[src/hdl/swre_pkg.sv]
// shared types, constants and helpers for the window rank engine
`default_nettype none
package swre_pkg;

  localparam int PARTITION_MAX_DEF     = 65536;
  localparam int PEER_BUFFER_DEPTH_DEF = 32;

  localparam int POS_W  = 16;
  localparam int KEY_W  = 64;
  localparam int SIZE_W = 17;
  localparam int VAL_W  = 33;
  localparam int QUO_W  = 32;

  // function_mode codes
  localparam logic [2:0] MODE_ROW_NUMBER = 3'd0;
  localparam logic [2:0] MODE_RANK       = 3'd1;
  localparam logic [2:0] MODE_DENSE_RANK = 3'd2;
  localparam logic [2:0] MODE_PCT_RANK   = 3'd3;
  localparam logic [2:0] MODE_CUME_DIST  = 3'd4;
  localparam logic [2:0] MODE_NTILE      = 3'd5;

  // configuration register indexes
  localparam logic [1:0] CFG_FUNCTION_MODE    = 2'd0;
  localparam logic [1:0] CFG_NTILE_BUCKETS    = 2'd1;
  localparam logic [1:0] CFG_NULLS_SORT_FIRST = 2'd2;
  localparam logic [1:0] CFG_NULL_KEY_VALUE   = 2'd3;

  localparam logic [VAL_W-1:0] ONE_Q32 = {1'b1, {QUO_W{1'b0}}};

  typedef struct packed {
    logic              start;
    logic              frac;
    logic [SIZE_W:0]   num;
    logic [SIZE_W-1:0] den;
  } div_req_t;

  typedef struct packed {
    logic             busy;
    logic             done;
    logic [QUO_W-1:0] quot;
  } div_rsp_t;

  // strict ordering with null sentinel handling
  function automatic logic key_before(input logic [KEY_W-1:0] a, input logic [KEY_W-1:0] b,
                                      input logic [KEY_W-1:0] null_key, input logic nfirst);
    logic an;
    logic bn;
    an = (a == null_key);
    bn = (b == null_key);
    if (an && bn) return 1'b0;
    if (an) return nfirst;
    if (bn) return !nfirst;
    return $signed(a) < $signed(b);
  endfunction

endpackage
`default_nettype wire

[src/hdl/swre_ram.sv]
// generic single-port-write ram with registered read
`default_nettype none
module swre_ram #(
  parameter int WIDTH = 16,
  parameter int DEPTH = 32
) (
  input  wire logic                                     clk,
  input  wire logic                                     we,
  input  wire logic [(DEPTH > 1 ? $clog2(DEPTH) : 1)-1:0] waddr,
  input  wire logic [WIDTH-1:0]                         wdata,
  input  wire logic                                     re,
  input  wire logic [(DEPTH > 1 ? $clog2(DEPTH) : 1)-1:0] raddr,
  output logic      [WIDTH-1:0]                         rdata
);
  logic [WIDTH-1:0] mem [DEPTH];

  always_ff @(posedge clk) begin
    if (we) begin
      mem[waddr] <= wdata;
    end
    if (re) begin
      rdata <= mem[raddr];
    end
  end
endmodule
`default_nettype wire

[src/hdl/swre_div.sv]
// restoring divider, one quotient bit per cycle, integer or q32 fraction
`default_nettype none
module swre_div (
  input  wire logic               clk,
  input  wire logic               rst_n,
  input  wire swre_pkg::div_req_t req,
  output swre_pkg::div_rsp_t      rsp
);
  import swre_pkg::*;

  logic              busy_r, busy_nxt;
  logic              done_r, done_nxt;
  logic [5:0]        cnt_r, cnt_nxt;
  logic [SIZE_W:0]   rem_r, rem_nxt;
  logic [QUO_W-1:0]  dvd_r, dvd_nxt;
  logic [QUO_W-1:0]  quot_r, quot_nxt;
  logic [SIZE_W-1:0] den_r, den_nxt;
  logic [SIZE_W:0]   trial;
  logic              ge;

  assign trial = {rem_r[SIZE_W-1:0], dvd_r[QUO_W-1]};
  assign ge    = trial >= {1'b0, den_r};

  always_comb begin
    busy_nxt = busy_r;
    done_nxt = 1'b0;
    cnt_nxt  = cnt_r;
    rem_nxt  = rem_r;
    dvd_nxt  = dvd_r;
    quot_nxt = quot_r;
    den_nxt  = den_r;
    if (req.start) begin
      busy_nxt = 1'b1;
      den_nxt  = req.den;
      quot_nxt = '0;
      if (req.frac) begin
        // remainder starts at the numerator, zeros shift in
        cnt_nxt = 6'd32;
        rem_nxt = req.num;
        dvd_nxt = '0;
      end else begin
        cnt_nxt = 6'd18;
        rem_nxt = '0;
        dvd_nxt = {req.num, {(QUO_W-SIZE_W-1){1'b0}}};
      end
    end else if (busy_r) begin
      rem_nxt  = ge ? trial - {1'b0, den_r} : trial;
      dvd_nxt  = {dvd_r[QUO_W-2:0], 1'b0};
      quot_nxt = {quot_r[QUO_W-2:0], ge};
      cnt_nxt  = cnt_r - 6'd1;
      if (cnt_r == 6'd1) begin
        busy_nxt = 1'b0;
        done_nxt = 1'b1;
      end
    end
  end

  always_ff @(posedge clk) begin
    if (!rst_n) begin
      busy_r <= 1'b0;
      done_r <= 1'b0;
      cnt_r  <= '0;
    end else begin
      busy_r <= busy_nxt;
      done_r <= done_nxt;
      cnt_r  <= cnt_nxt;
    end
  end

  always_ff @(posedge clk) begin
    rem_r  <= rem_nxt;
    dvd_r  <= dvd_nxt;
    quot_r <= quot_nxt;
    den_r  <= den_nxt;
  end

  assign rsp.busy = busy_r;
  assign rsp.done = done_r;
  assign rsp.quot = quot_r;
endmodule
`default_nettype wire

[src/hdl/sql_window_rank_engine.sv]
// SQL window ranking engine: row number, rank, dense rank, percent rank, cume dist, ntile
//
// One item is one sorted row of a partition; the block takes one item at a time and
// in_tready is high only while the sequencer is idle. Percent rank and ntile use the
// shared restoring divider (32 steps for a q32 fraction, 18 for an integer quotient);
// a percent rank of zero or one needs no divide. Cume dist buffers a row while there
// is room. When a peer group closes it runs the divider (skipped when the fraction
// saturates at one), then reads each buffered row from ram and loads it into the
// output register. Output stalls hold the sequencer only while a new result has to
// be loaded into the output register.
// The output register lets the next item be accepted while a result waits to be taken.
`default_nettype none
module sql_window_rank_engine #(
  parameter int PARTITION_MAX     = swre_pkg::PARTITION_MAX_DEF,
  parameter int PEER_BUFFER_DEPTH = swre_pkg::PEER_BUFFER_DEPTH_DEF
) (
  input  wire logic         clk,
  input  wire logic         rst_n,
  input  wire logic         cfg_we,
  input  wire logic [1:0]   cfg_index,
  input  wire logic [63:0]  cfg_wdata,
  input  wire logic         in_tvalid,
  output logic              in_tready,
  input  wire logic [103:0] in_tdata,   // row_position, order_key, part_rows
  output logic              out_tvalid,
  input  wire logic         out_tready,
  output logic [55:0]       out_tdata,  // out_position, window_value, group_overflow
  output logic              out_tlast
);
  import swre_pkg::*;

  localparam int AW    = PEER_BUFFER_DEPTH > 1 ? $clog2(PEER_BUFFER_DEPTH) : 1;
  localparam int PCW   = $clog2(PEER_BUFFER_DEPTH + 1);
  localparam int PMAX  = PARTITION_MAX > 131071 ? 131071 : PARTITION_MAX;
  localparam logic [SIZE_W-1:0] PMAX_S = SIZE_W'(PMAX);

  typedef enum logic [8:0] {
    S_IDLE = 9'b000000001,
    S_PUT  = 9'b000000010,
    S_NT1  = 9'b000000100,
    S_DIV  = 9'b000001000,
    S_C1   = 9'b000010000,
    S_C2   = 9'b000100000,
    S_C3   = 9'b001000000,
    S_FRD  = 9'b010000000,
    S_FOUT = 9'b100000000
  } state_t;

  // configuration
  logic [2:0]        mode_r;
  logic [SIZE_W-1:0] nbk_r;
  logic              nfirst_r;
  logic [KEY_W-1:0]  nullkey_r;

  always_ff @(posedge clk) begin
    if (!rst_n) begin
      mode_r    <= MODE_ROW_NUMBER;
      nbk_r     <= SIZE_W'(1);
      nfirst_r  <= 1'b0;
      nullkey_r <= {1'b1, {(KEY_W-1){1'b0}}};
    end else if (cfg_we) begin
      unique case (cfg_index)
        CFG_FUNCTION_MODE:    mode_r    <= cfg_wdata[2:0];
        CFG_NTILE_BUCKETS:    nbk_r     <= cfg_wdata[SIZE_W-1:0];
        CFG_NULLS_SORT_FIRST: nfirst_r  <= cfg_wdata[0];
        CFG_NULL_KEY_VALUE:   nullkey_r <= cfg_wdata;
        default: ;
      endcase
    end
  end

  state_t            state_r, state_nxt;
  logic [SIZE_W-1:0] slot_r, slot_nxt;
  logic [KEY_W-1:0]  prev_key_r, prev_key_nxt;
  logic [SIZE_W-1:0] rank_r, rank_nxt;
  logic [SIZE_W-1:0] dense_r, dense_nxt;
  logic [PCW-1:0]    pc_r, pc_nxt;
  logic [POS_W-1:0]  pos_r, pos_nxt;
  logic [SIZE_W-1:0] size_r, size_nxt;
  logic [SIZE_W-1:0] idx_r, idx_nxt;
  logic              adv_r, adv_nxt;
  logic              lastrow_r, lastrow_nxt;
  logic [VAL_W-1:0]  val_r, val_nxt;
  logic              ovf_r, ovf_nxt;
  logic              plast_r, plast_nxt;
  logic              fl2_r, fl2_nxt;
  logic [PCW-1:0]    j_r, j_nxt;
  logic              out_valid_r, out_valid_nxt;
  logic [POS_W-1:0]  out_pos_r, out_pos_nxt;
  logic [VAL_W-1:0]  out_val_r, out_val_nxt;
  logic              out_ovf_r, out_ovf_nxt;
  logic              out_last_r, out_last_nxt;

  div_req_t div_req;
  div_rsp_t div_rsp;

  logic             ram_we, ram_re;
  logic [POS_W-1:0] ram_rdata;

  swre_div u_div (
    .clk  (clk),
    .rst_n(rst_n),
    .req  (div_req),
    .rsp  (div_rsp)
  );

  swre_ram #(.WIDTH(POS_W), .DEPTH(PEER_BUFFER_DEPTH)) u_peer_ram (
    .clk  (clk),
    .we   (ram_we),
    .waddr(pc_r[AW-1:0]),
    .wdata(pos_r),
    .re   (ram_re),
    .raddr(j_r[AW-1:0]),
    .rdata(ram_rdata)
  );

  logic [POS_W-1:0]  in_pos;
  logic [KEY_W-1:0]  in_key;
  logic [SIZE_W-1:0] in_size, size_c, rank_c, dense_c, nb_c;
  logic              accept, first, adv_c, last_c, out_free;
  logic [SIZE_W:0]   rnum;

  assign in_pos  = in_tdata[15:0];
  assign in_key  = in_tdata[79:16];
  assign in_size = in_tdata[96:80];

  assign in_tready = (state_r == S_IDLE);
  assign accept    = in_tvalid && in_tready;
  assign out_free  = !out_valid_r || out_tready;

  always_comb begin
    if (in_size == '0) size_c = SIZE_W'(1);
    else if ({15'b0, in_size} > 32'(PMAX)) size_c = PMAX_S;
    else size_c = in_size;
  end

  assign first   = (slot_r == '0);
  assign adv_c   = !first && key_before(prev_key_r, in_key, nullkey_r, nfirst_r);
  assign rank_c  = adv_c ? slot_r + SIZE_W'(1) : (first ? SIZE_W'(1) : rank_r);
  assign dense_c = (first ? SIZE_W'(1) : dense_r) + (adv_c ? SIZE_W'(1) : SIZE_W'(0));
  assign last_c  = ({1'b0, slot_r} + 18'd1) >= {1'b0, size_c};
  assign nb_c    = (nbk_r == '0) ? SIZE_W'(1) : nbk_r;
  // fraction numerator: row index at a group change, row index plus one at partition end
  assign rnum    = (state_r == S_C3) ? {1'b0, idx_r} + 18'd1 : {1'b0, idx_r};

  always_comb begin
    state_nxt     = state_r;
    slot_nxt      = slot_r;
    prev_key_nxt  = prev_key_r;
    rank_nxt      = rank_r;
    dense_nxt     = dense_r;
    pc_nxt        = pc_r;
    pos_nxt       = pos_r;
    size_nxt      = size_r;
    idx_nxt       = idx_r;
    adv_nxt       = adv_r;
    lastrow_nxt   = lastrow_r;
    val_nxt       = val_r;
    ovf_nxt       = ovf_r;
    plast_nxt     = plast_r;
    fl2_nxt       = fl2_r;
    j_nxt         = j_r;
    out_valid_nxt = out_valid_r && !out_tready;
    out_pos_nxt   = out_pos_r;
    out_val_nxt   = out_val_r;
    out_ovf_nxt   = out_ovf_r;
    out_last_nxt  = out_last_r;
    div_req       = '0;
    ram_we        = 1'b0;
    ram_re        = 1'b0;

    unique case (state_r)
      S_IDLE: begin
        if (accept) begin
          pos_nxt      = in_pos;
          size_nxt     = size_c;
          idx_nxt      = slot_r;
          adv_nxt      = adv_c;
          lastrow_nxt  = last_c;
          rank_nxt     = rank_c;
          dense_nxt    = dense_c;
          pc_nxt       = first ? '0 : pc_r;
          prev_key_nxt = in_key;
          slot_nxt     = last_c ? '0 : slot_r + SIZE_W'(1);
          ovf_nxt      = 1'b0;
          plast_nxt    = 1'b1;
          state_nxt    = S_PUT;
          unique case (mode_r)
            MODE_RANK:       val_nxt = VAL_W'(rank_c);
            MODE_DENSE_RANK: val_nxt = VAL_W'(dense_c);
            MODE_PCT_RANK: begin
              if (size_c == SIZE_W'(1)) begin
                val_nxt = '0;
              end else if (rank_c - SIZE_W'(1) >= size_c - SIZE_W'(1)) begin
                val_nxt = ONE_Q32;
              end else begin
                div_req.start = 1'b1;
                div_req.frac  = 1'b1;
                div_req.num   = {1'b0, rank_c - SIZE_W'(1)};
                div_req.den   = size_c - SIZE_W'(1);
                state_nxt     = S_DIV;
              end
            end
            MODE_CUME_DIST: state_nxt = S_C1;
            MODE_NTILE: begin
              // tile size = ceil(size / buckets)
              div_req.start = 1'b1;
              div_req.frac  = 1'b0;
              div_req.num   = {1'b0, size_c} + {1'b0, nb_c} - 18'd1;
              div_req.den   = nb_c;
              state_nxt     = S_NT1;
            end
            default: val_nxt = VAL_W'(slot_r) + VAL_W'(1);
          endcase
        end
      end
      S_PUT: begin
        if (out_free) begin
          out_valid_nxt = 1'b1;
          out_pos_nxt   = pos_r;
          out_val_nxt   = val_r;
          out_ovf_nxt   = ovf_r;
          out_last_nxt  = plast_r;
          state_nxt     = (mode_r == MODE_CUME_DIST && lastrow_r) ? S_C3 : S_IDLE;
        end
      end
      S_NT1: begin
        if (div_rsp.done) begin
          div_req.start = 1'b1;
          div_req.frac  = 1'b0;
          div_req.num   = {1'b0, idx_r};
          div_req.den   = (div_rsp.quot[SIZE_W-1:0] == '0) ? SIZE_W'(1)
                                                           : div_rsp.quot[SIZE_W-1:0];
          state_nxt     = S_DIV;
        end
      end
      S_DIV: begin
        if (div_rsp.done) begin
          if (mode_r == MODE_CUME_DIST) begin
            val_nxt   = {1'b0, div_rsp.quot};
            j_nxt     = '0;
            state_nxt = S_FRD;
          end else begin
            val_nxt   = {1'b0, div_rsp.quot} +
                        ((mode_r == MODE_NTILE) ? VAL_W'(1) : VAL_W'(0));
            state_nxt = S_PUT;
          end
        end
      end
      S_C1, S_C3: begin
        if (state_r == S_C1 && !(adv_r && pc_r != '0)) begin
          state_nxt = S_C2;
        end else begin
          fl2_nxt = (state_r == S_C3);
          j_nxt   = '0;
          if (rnum >= {1'b0, size_r}) begin
            val_nxt   = ONE_Q32;
            state_nxt = S_FRD;
          end else begin
            div_req.start = 1'b1;
            div_req.frac  = 1'b1;
            div_req.num   = rnum;
            div_req.den   = size_r;
            state_nxt     = S_DIV;
          end
        end
      end
      S_C2: begin
        if (pc_r < PCW'(PEER_BUFFER_DEPTH)) begin
          ram_we    = 1'b1;
          pc_nxt    = pc_r + PCW'(1);
          state_nxt = lastrow_r ? S_C3 : S_IDLE;
        end else begin
          // buffer full: row goes out at once flagged
          val_nxt   = '0;
          ovf_nxt   = 1'b1;
          plast_nxt = !lastrow_r;
          state_nxt = S_PUT;
        end
      end
      S_FRD: begin
        ram_re    = 1'b1;
        state_nxt = S_FOUT;
      end
      S_FOUT: begin
        if (out_free) begin
          out_valid_nxt = 1'b1;
          out_pos_nxt   = ram_rdata;
          out_val_nxt   = val_r;
          out_ovf_nxt   = 1'b0;
          out_last_nxt  = (j_r == pc_r - PCW'(1)) && (fl2_r || !lastrow_r);
          if (j_r == pc_r - PCW'(1)) begin
            pc_nxt    = '0;
            state_nxt = fl2_r ? S_IDLE : S_C2;
          end else begin
            j_nxt     = j_r + PCW'(1);
            state_nxt = S_FRD;
          end
        end
      end
      default: state_nxt = S_IDLE;
    endcase
  end

  always_ff @(posedge clk) begin
    if (!rst_n) begin
      state_r     <= S_IDLE;
      slot_r      <= '0;
      prev_key_r  <= '0;
      rank_r      <= SIZE_W'(1);
      dense_r     <= SIZE_W'(1);
      pc_r        <= '0;
      out_valid_r <= 1'b0;
    end else begin
      state_r     <= state_nxt;
      slot_r      <= slot_nxt;
      prev_key_r  <= prev_key_nxt;
      rank_r      <= rank_nxt;
      dense_r     <= dense_nxt;
      pc_r        <= pc_nxt;
      out_valid_r <= out_valid_nxt;
    end
  end

  always_ff @(posedge clk) begin
    pos_r      <= pos_nxt;
    size_r     <= size_nxt;
    idx_r      <= idx_nxt;
    adv_r      <= adv_nxt;
    lastrow_r  <= lastrow_nxt;
    val_r      <= val_nxt;
    ovf_r      <= ovf_nxt;
    plast_r    <= plast_nxt;
    fl2_r      <= fl2_nxt;
    j_r        <= j_nxt;
    out_pos_r  <= out_pos_nxt;
    out_val_r  <= out_val_nxt;
    out_ovf_r  <= out_ovf_nxt;
    out_last_r <= out_last_nxt;
  end

  assign out_tvalid = out_valid_r;
  assign out_tdata  = {6'b0, out_ovf_r, out_val_r, out_pos_r};
  assign out_tlast  = out_last_r;

`ifndef SYNTHESIS
  a_pc_bound: assert property (@(posedge clk) disable iff (!rst_n)
    pc_r <= PCW'(PEER_BUFFER_DEPTH))
    else $error("peer count above buffer depth");

  a_div_idle_start: assert property (@(posedge clk) disable iff (!rst_n)
    div_req.start |-> !div_rsp.busy)
    else $error("divider started while busy");

  a_flush_index: assert property (@(posedge clk) disable iff (!rst_n)
    (state_r == S_FOUT) |-> (j_r < pc_r))
    else $error("flush index beyond buffered rows");

  a_done_wait: assert property (@(posedge clk) disable iff (!rst_n)
    div_rsp.done |-> (state_r == S_DIV || state_r == S_NT1))
    else $error("divider result with no consumer");
`endif
endmodule
`default_nettype wire

[config.mk]
export PLATFORM = sky130hd
export DESIGN_NAME = sql_window_rank_engine
export DESIGN_NICKNAME = d
export VERILOG_FILES = /design/src/hdl/swre_pkg.sv /design/src/hdl/swre_ram.sv /design/src/hdl/swre_div.sv /design/src/hdl/sql_window_rank_engine.sv
export SDC_FILE = /design/constraint.sdc
export NUM_CORES = 2
export LEC_CHECK = 0
export BUFFER_PORTS_ARGS = -buffer_cell sky130_fd_sc_hd__buf_2
export CAP_MARGIN = 20
export CORE_MARGIN = 5
export CORE_UTILIZATION = 50
export CTS_BUF_LIST = sky130_fd_sc_hd__clkbuf_4 sky130_fd_sc_hd__clkbuf_8
export DETAILED_ROUTE_END_ITERATION = 10
export PLACE_DENSITY = 0.72
export REMOVE_ABC_BUFFERS = 1
export SKIP_LAST_GASP = 1
export SLEW_MARGIN = 10
export SYNTH_ARGS = -nofsm -noshare
export SYNTH_HDL_FRONTEND = slang
export SYNTH_SLANG_ARGS = --single-unit
[constraint.sdc]
create_clock -name clk -period 14.15 [get_ports clk]
set_input_delay 1.415 -clock clk [delete_from_list [all_inputs] [get_ports clk]]
set_output_delay 1.415 -clock clk [all_outputs]
set_load 0.01 [all_outputs]
==> metrics.cfg <==
[outcome]
run_status = finished, final reports clean

[sta]
timing.final.crit_share_pct = 63.1
peak_freq_ghz = 0.112
timing.final.hold_violations = 0
slew_violations = 0
totalNegativeSetupSlack_ps = 0
unrepaired_setup_endpoints_after_global_routing = no
worst-slew-pin-transition_ps = 1140
setup-violations-final = 0
period_needed_ps = 8930
fin_worst_skew_ps = 45.3
relSlewSlack_pct = 24.2

[clock_tree]
clock-root-buffer = clkbuf_8
hold_buffers = 0
cts_inserted_buffers = 160
post_cts_buffers = 0
clk_pin_slew_worst_paths_ps = 60
worstSkewPairLatency_ps = 850
cts_max_path_buffers = 3
post_cts_resized = 0
clock_tree.htree_level_count = 4
cts_num_sinks = 981
cts_tree = built

[critical_path]
critPathMaxStageDelay_ps = 600
cp.buffers_inverters = 6
crit_start = in_tdata[79]
crit_path_start_kind = input pin
worst_path_required_time_ps = 14730
worstSetupEndpointType = flop
critical_path.reg2reg.startpoint = prev_key_r[63]$_SDFFE_PN0P_
setup.worst_path.class = input pin to flop
path_delay_family = compound AO/OA/AOI/OAI gates
crit_arrival_ps = 9500
critPathSlowestCell = a211oi_1
worstPathMaxFanout = 59

[min_path]
worst_hold_path_type = flop to flop
holdCritStartpoint = val_r[32]$_DFFE_PP_

[final_layout]
post_route_cells_drive_above_1_share_pct = 18.2
final_area_mm2 = 0.0541
num-nets-final = 4638
growth_of_design_area_from_synthesis_to_finish_pct = 12.6
fillCellCount = 7741
post-route-util_pct = 56.8

[yosys]
area_share_of_the_largest_cell_type_after_synthesis_pct = 45.3
synth_top_family_by_area = simple AND/OR/NAND/NOR gates
synth.yosys.warnings = 0
synthCells = 4022
number_of_synthesized_flops_with_an_enable_pin = 725
post_synth_num_cell_types = 94
netlist.top_cell.by_area = edfxtp_1
ys_ff_latch = 981
synth-main-ff-cell = edfxtp_1
synthXorXnorAreaFrac_pct = 5.03
synth-simple-area-share_pct = 12.0
muxShareOfSynthArea_pct = 9.14
async_sr_flop_fraction_pct = 0
synth_seq_area_share_pct = 56.0
yosys.area_share.adder_pct = 4.80
synth_compound_gate_area_share_pct = 9.53
area_contributors_post_synth = edfxtp_1 45%, dfxtp_1 11%, mux4_2 7.5%
synthesis.area_per_instance_um2 = 11.9
cell_area_after_synthesis_mm2 = 0.0481

[detailed_routing]
route.final.wire_length_um = 131000
detailedRoute.firstPassIterationCount = 8
routedWlPerCell_um = 23.1
via_per_inst = 5.86
drt-initial-drc-count = 3923
via_count = 33283
drc_errors = 0
final_antenna_net_count = 0

[power]
power.density_cell_area_mw_per_mm2 = 130
p_leak_nw = 20.5
worst_ir_drop_vdd_mv = 0.0849

[floorplanning]
design.die.area_mm2 = 0.102
floorplan.core_area_mm2 = 0.0952
initial_core_util_pct = 50.5
boundaryPins = 234
chipHeight_um = 320
floorplan.die.width_um = 320
core.rowCount = 113

[global_routing]
groute.usage.overall_pct = 24.9
grt_max_degree = 133
wire_length_of_the_first_global_routing_pass_um = 196000
met2_usage_pct = 38.4
antenna_found_initial = 13
gr-usage-met3_pct = 5.36
number_of_global_route_vias_before_repair = 31978
grt-busiest-layer = met2
grt_remaining_overflow = 0
global_route.usage.met1_pct = 35.5

[placed_design]
place_area_mm2 = 0.0504
count_of_input_and_output_buffers = 220
detailedPlacementHpwl_um = 89700
gp_routability_congestion = 0.984

[job]
maxCapViolCount = 0

-- layout make-up --
type                            count  area (um2)  area share [%]
Sequential cell                   981       26900            49.7
Multi-Input combinational cell   2619       19600            36.2
Clock buffer                      227        2790            5.16
Timing Repair Buffer              292        1820            3.36
Tap cell                         1265        1580            2.93
Inverter                          226         850            1.57
Clock inverter                     62         569            1.05
Antenna cell                        6        15.0          0.0278
-- cell families after synthesis --
kind of cell / count (synthesis)
buffers and inverters: 427
and+or+nand+nor: 1249
xor gates and xnor gates: 276
adders and majority gates: 183
AOI/OAI and AO/OA: 669
DFF: 981
muxes: 236
other: 1
-- cell usage after synthesis, drive strengths merged, types with 8 or more instances --
cell / count
inv: 224
nor3: 51
and3: 21
dfxtp: 256
buf: 53
nand2: 614
o22ai: 21
o221ai: 9
a22oi: 31
nor2: 212
nor2b: 24
a2bb2oi: 9
a211oi: 12
o211a: 11
o21ai: 126
nand3b: 10
edfxtp: 725
nand3: 87
mux2i: 53
a31oi: 22
o211ai: 19
a21boi: 164
o31ai: 11
o21a: 9
xor2: 184
xnor2: 92
nor4: 63
a21o: 32
nand2b: 19
or2: 12
clkbuf: 148
o32ai: 8
a221o: 11
ha: 181
mux4: 160
mux2: 23
nand4: 57
a21oi: 113
and2: 27
a32oi: 8
or3: 19
-- flip-flops by register name (all words and copies together) (netlist names), 18 cells and up --
signal,count
prev_key_r,64
val_r,33
u_div.quot_r,32
u_div.dvd_r,18
nullkey_r,64
out_val_r,33
u_peer_ram.mem,512
-- per-layer routing --
layer / up-vias / part of all wire [%]
li1: 15305 / -
met1: 16109 / 42
met2: 1605 / 45
met3: 256 / 9.4
met4: 8 / 3.2
met5: - / 0.042
-- cell usage in the layout (no fill, tap or decap), types with 85 or more instances in the layout --
cell,instances
mux4_2,160
clkbuf_8,174
buf_2,219
nor2_1,202
inv_1,222
nand2_1,613
a21oi_1,113
nand3_1,85
xnor2_1,92
o21ai_0,116
dfxtp_1,255
xor2_1,184
edfxtp_1,725
a21boi_0,162
ha_1,181
-- report_power, final --
group          switching, mW  leakage [nW]  internal [mW]
combinational          0.666          10.1          0.351
sequential             0.166          8.62           3.29
clock                   1.18          1.77           1.38
-- through the flow --
step | power [mW] | hold WS (ps) | setup WS (ps) | cells
2_1_floorplan | 4.08 | 400 | 4640 | 3826
3_3_place_gp | 4.47 | 402 | 4780 | 5367
3_5_place_dp | 4.50 | 405 | 4580 | 5367
4_1_cts | 7.05 | 415 | 5500 | 5656
5_1_grt | 7.33 | 421 | 4950 | 5674
6_report | 7.03 | 416 | 5220 | 5678
-- worst paths after layout --
kind,cells after the start,slack (ps),end
setup reg to reg,28,5650,u_div.rem_r[7]$_DFFE_PP_
hold / removal,0,420,out_val_r[32]$_DFFE_PP_
setup / recovery,30,5220,u_div.rem_r[7]$_DFFE_PP_
hold reg to reg,0,420,out_val_r[32]$_DFFE_PP_
No activity file was read; power rests on OpenSTA's default activity.
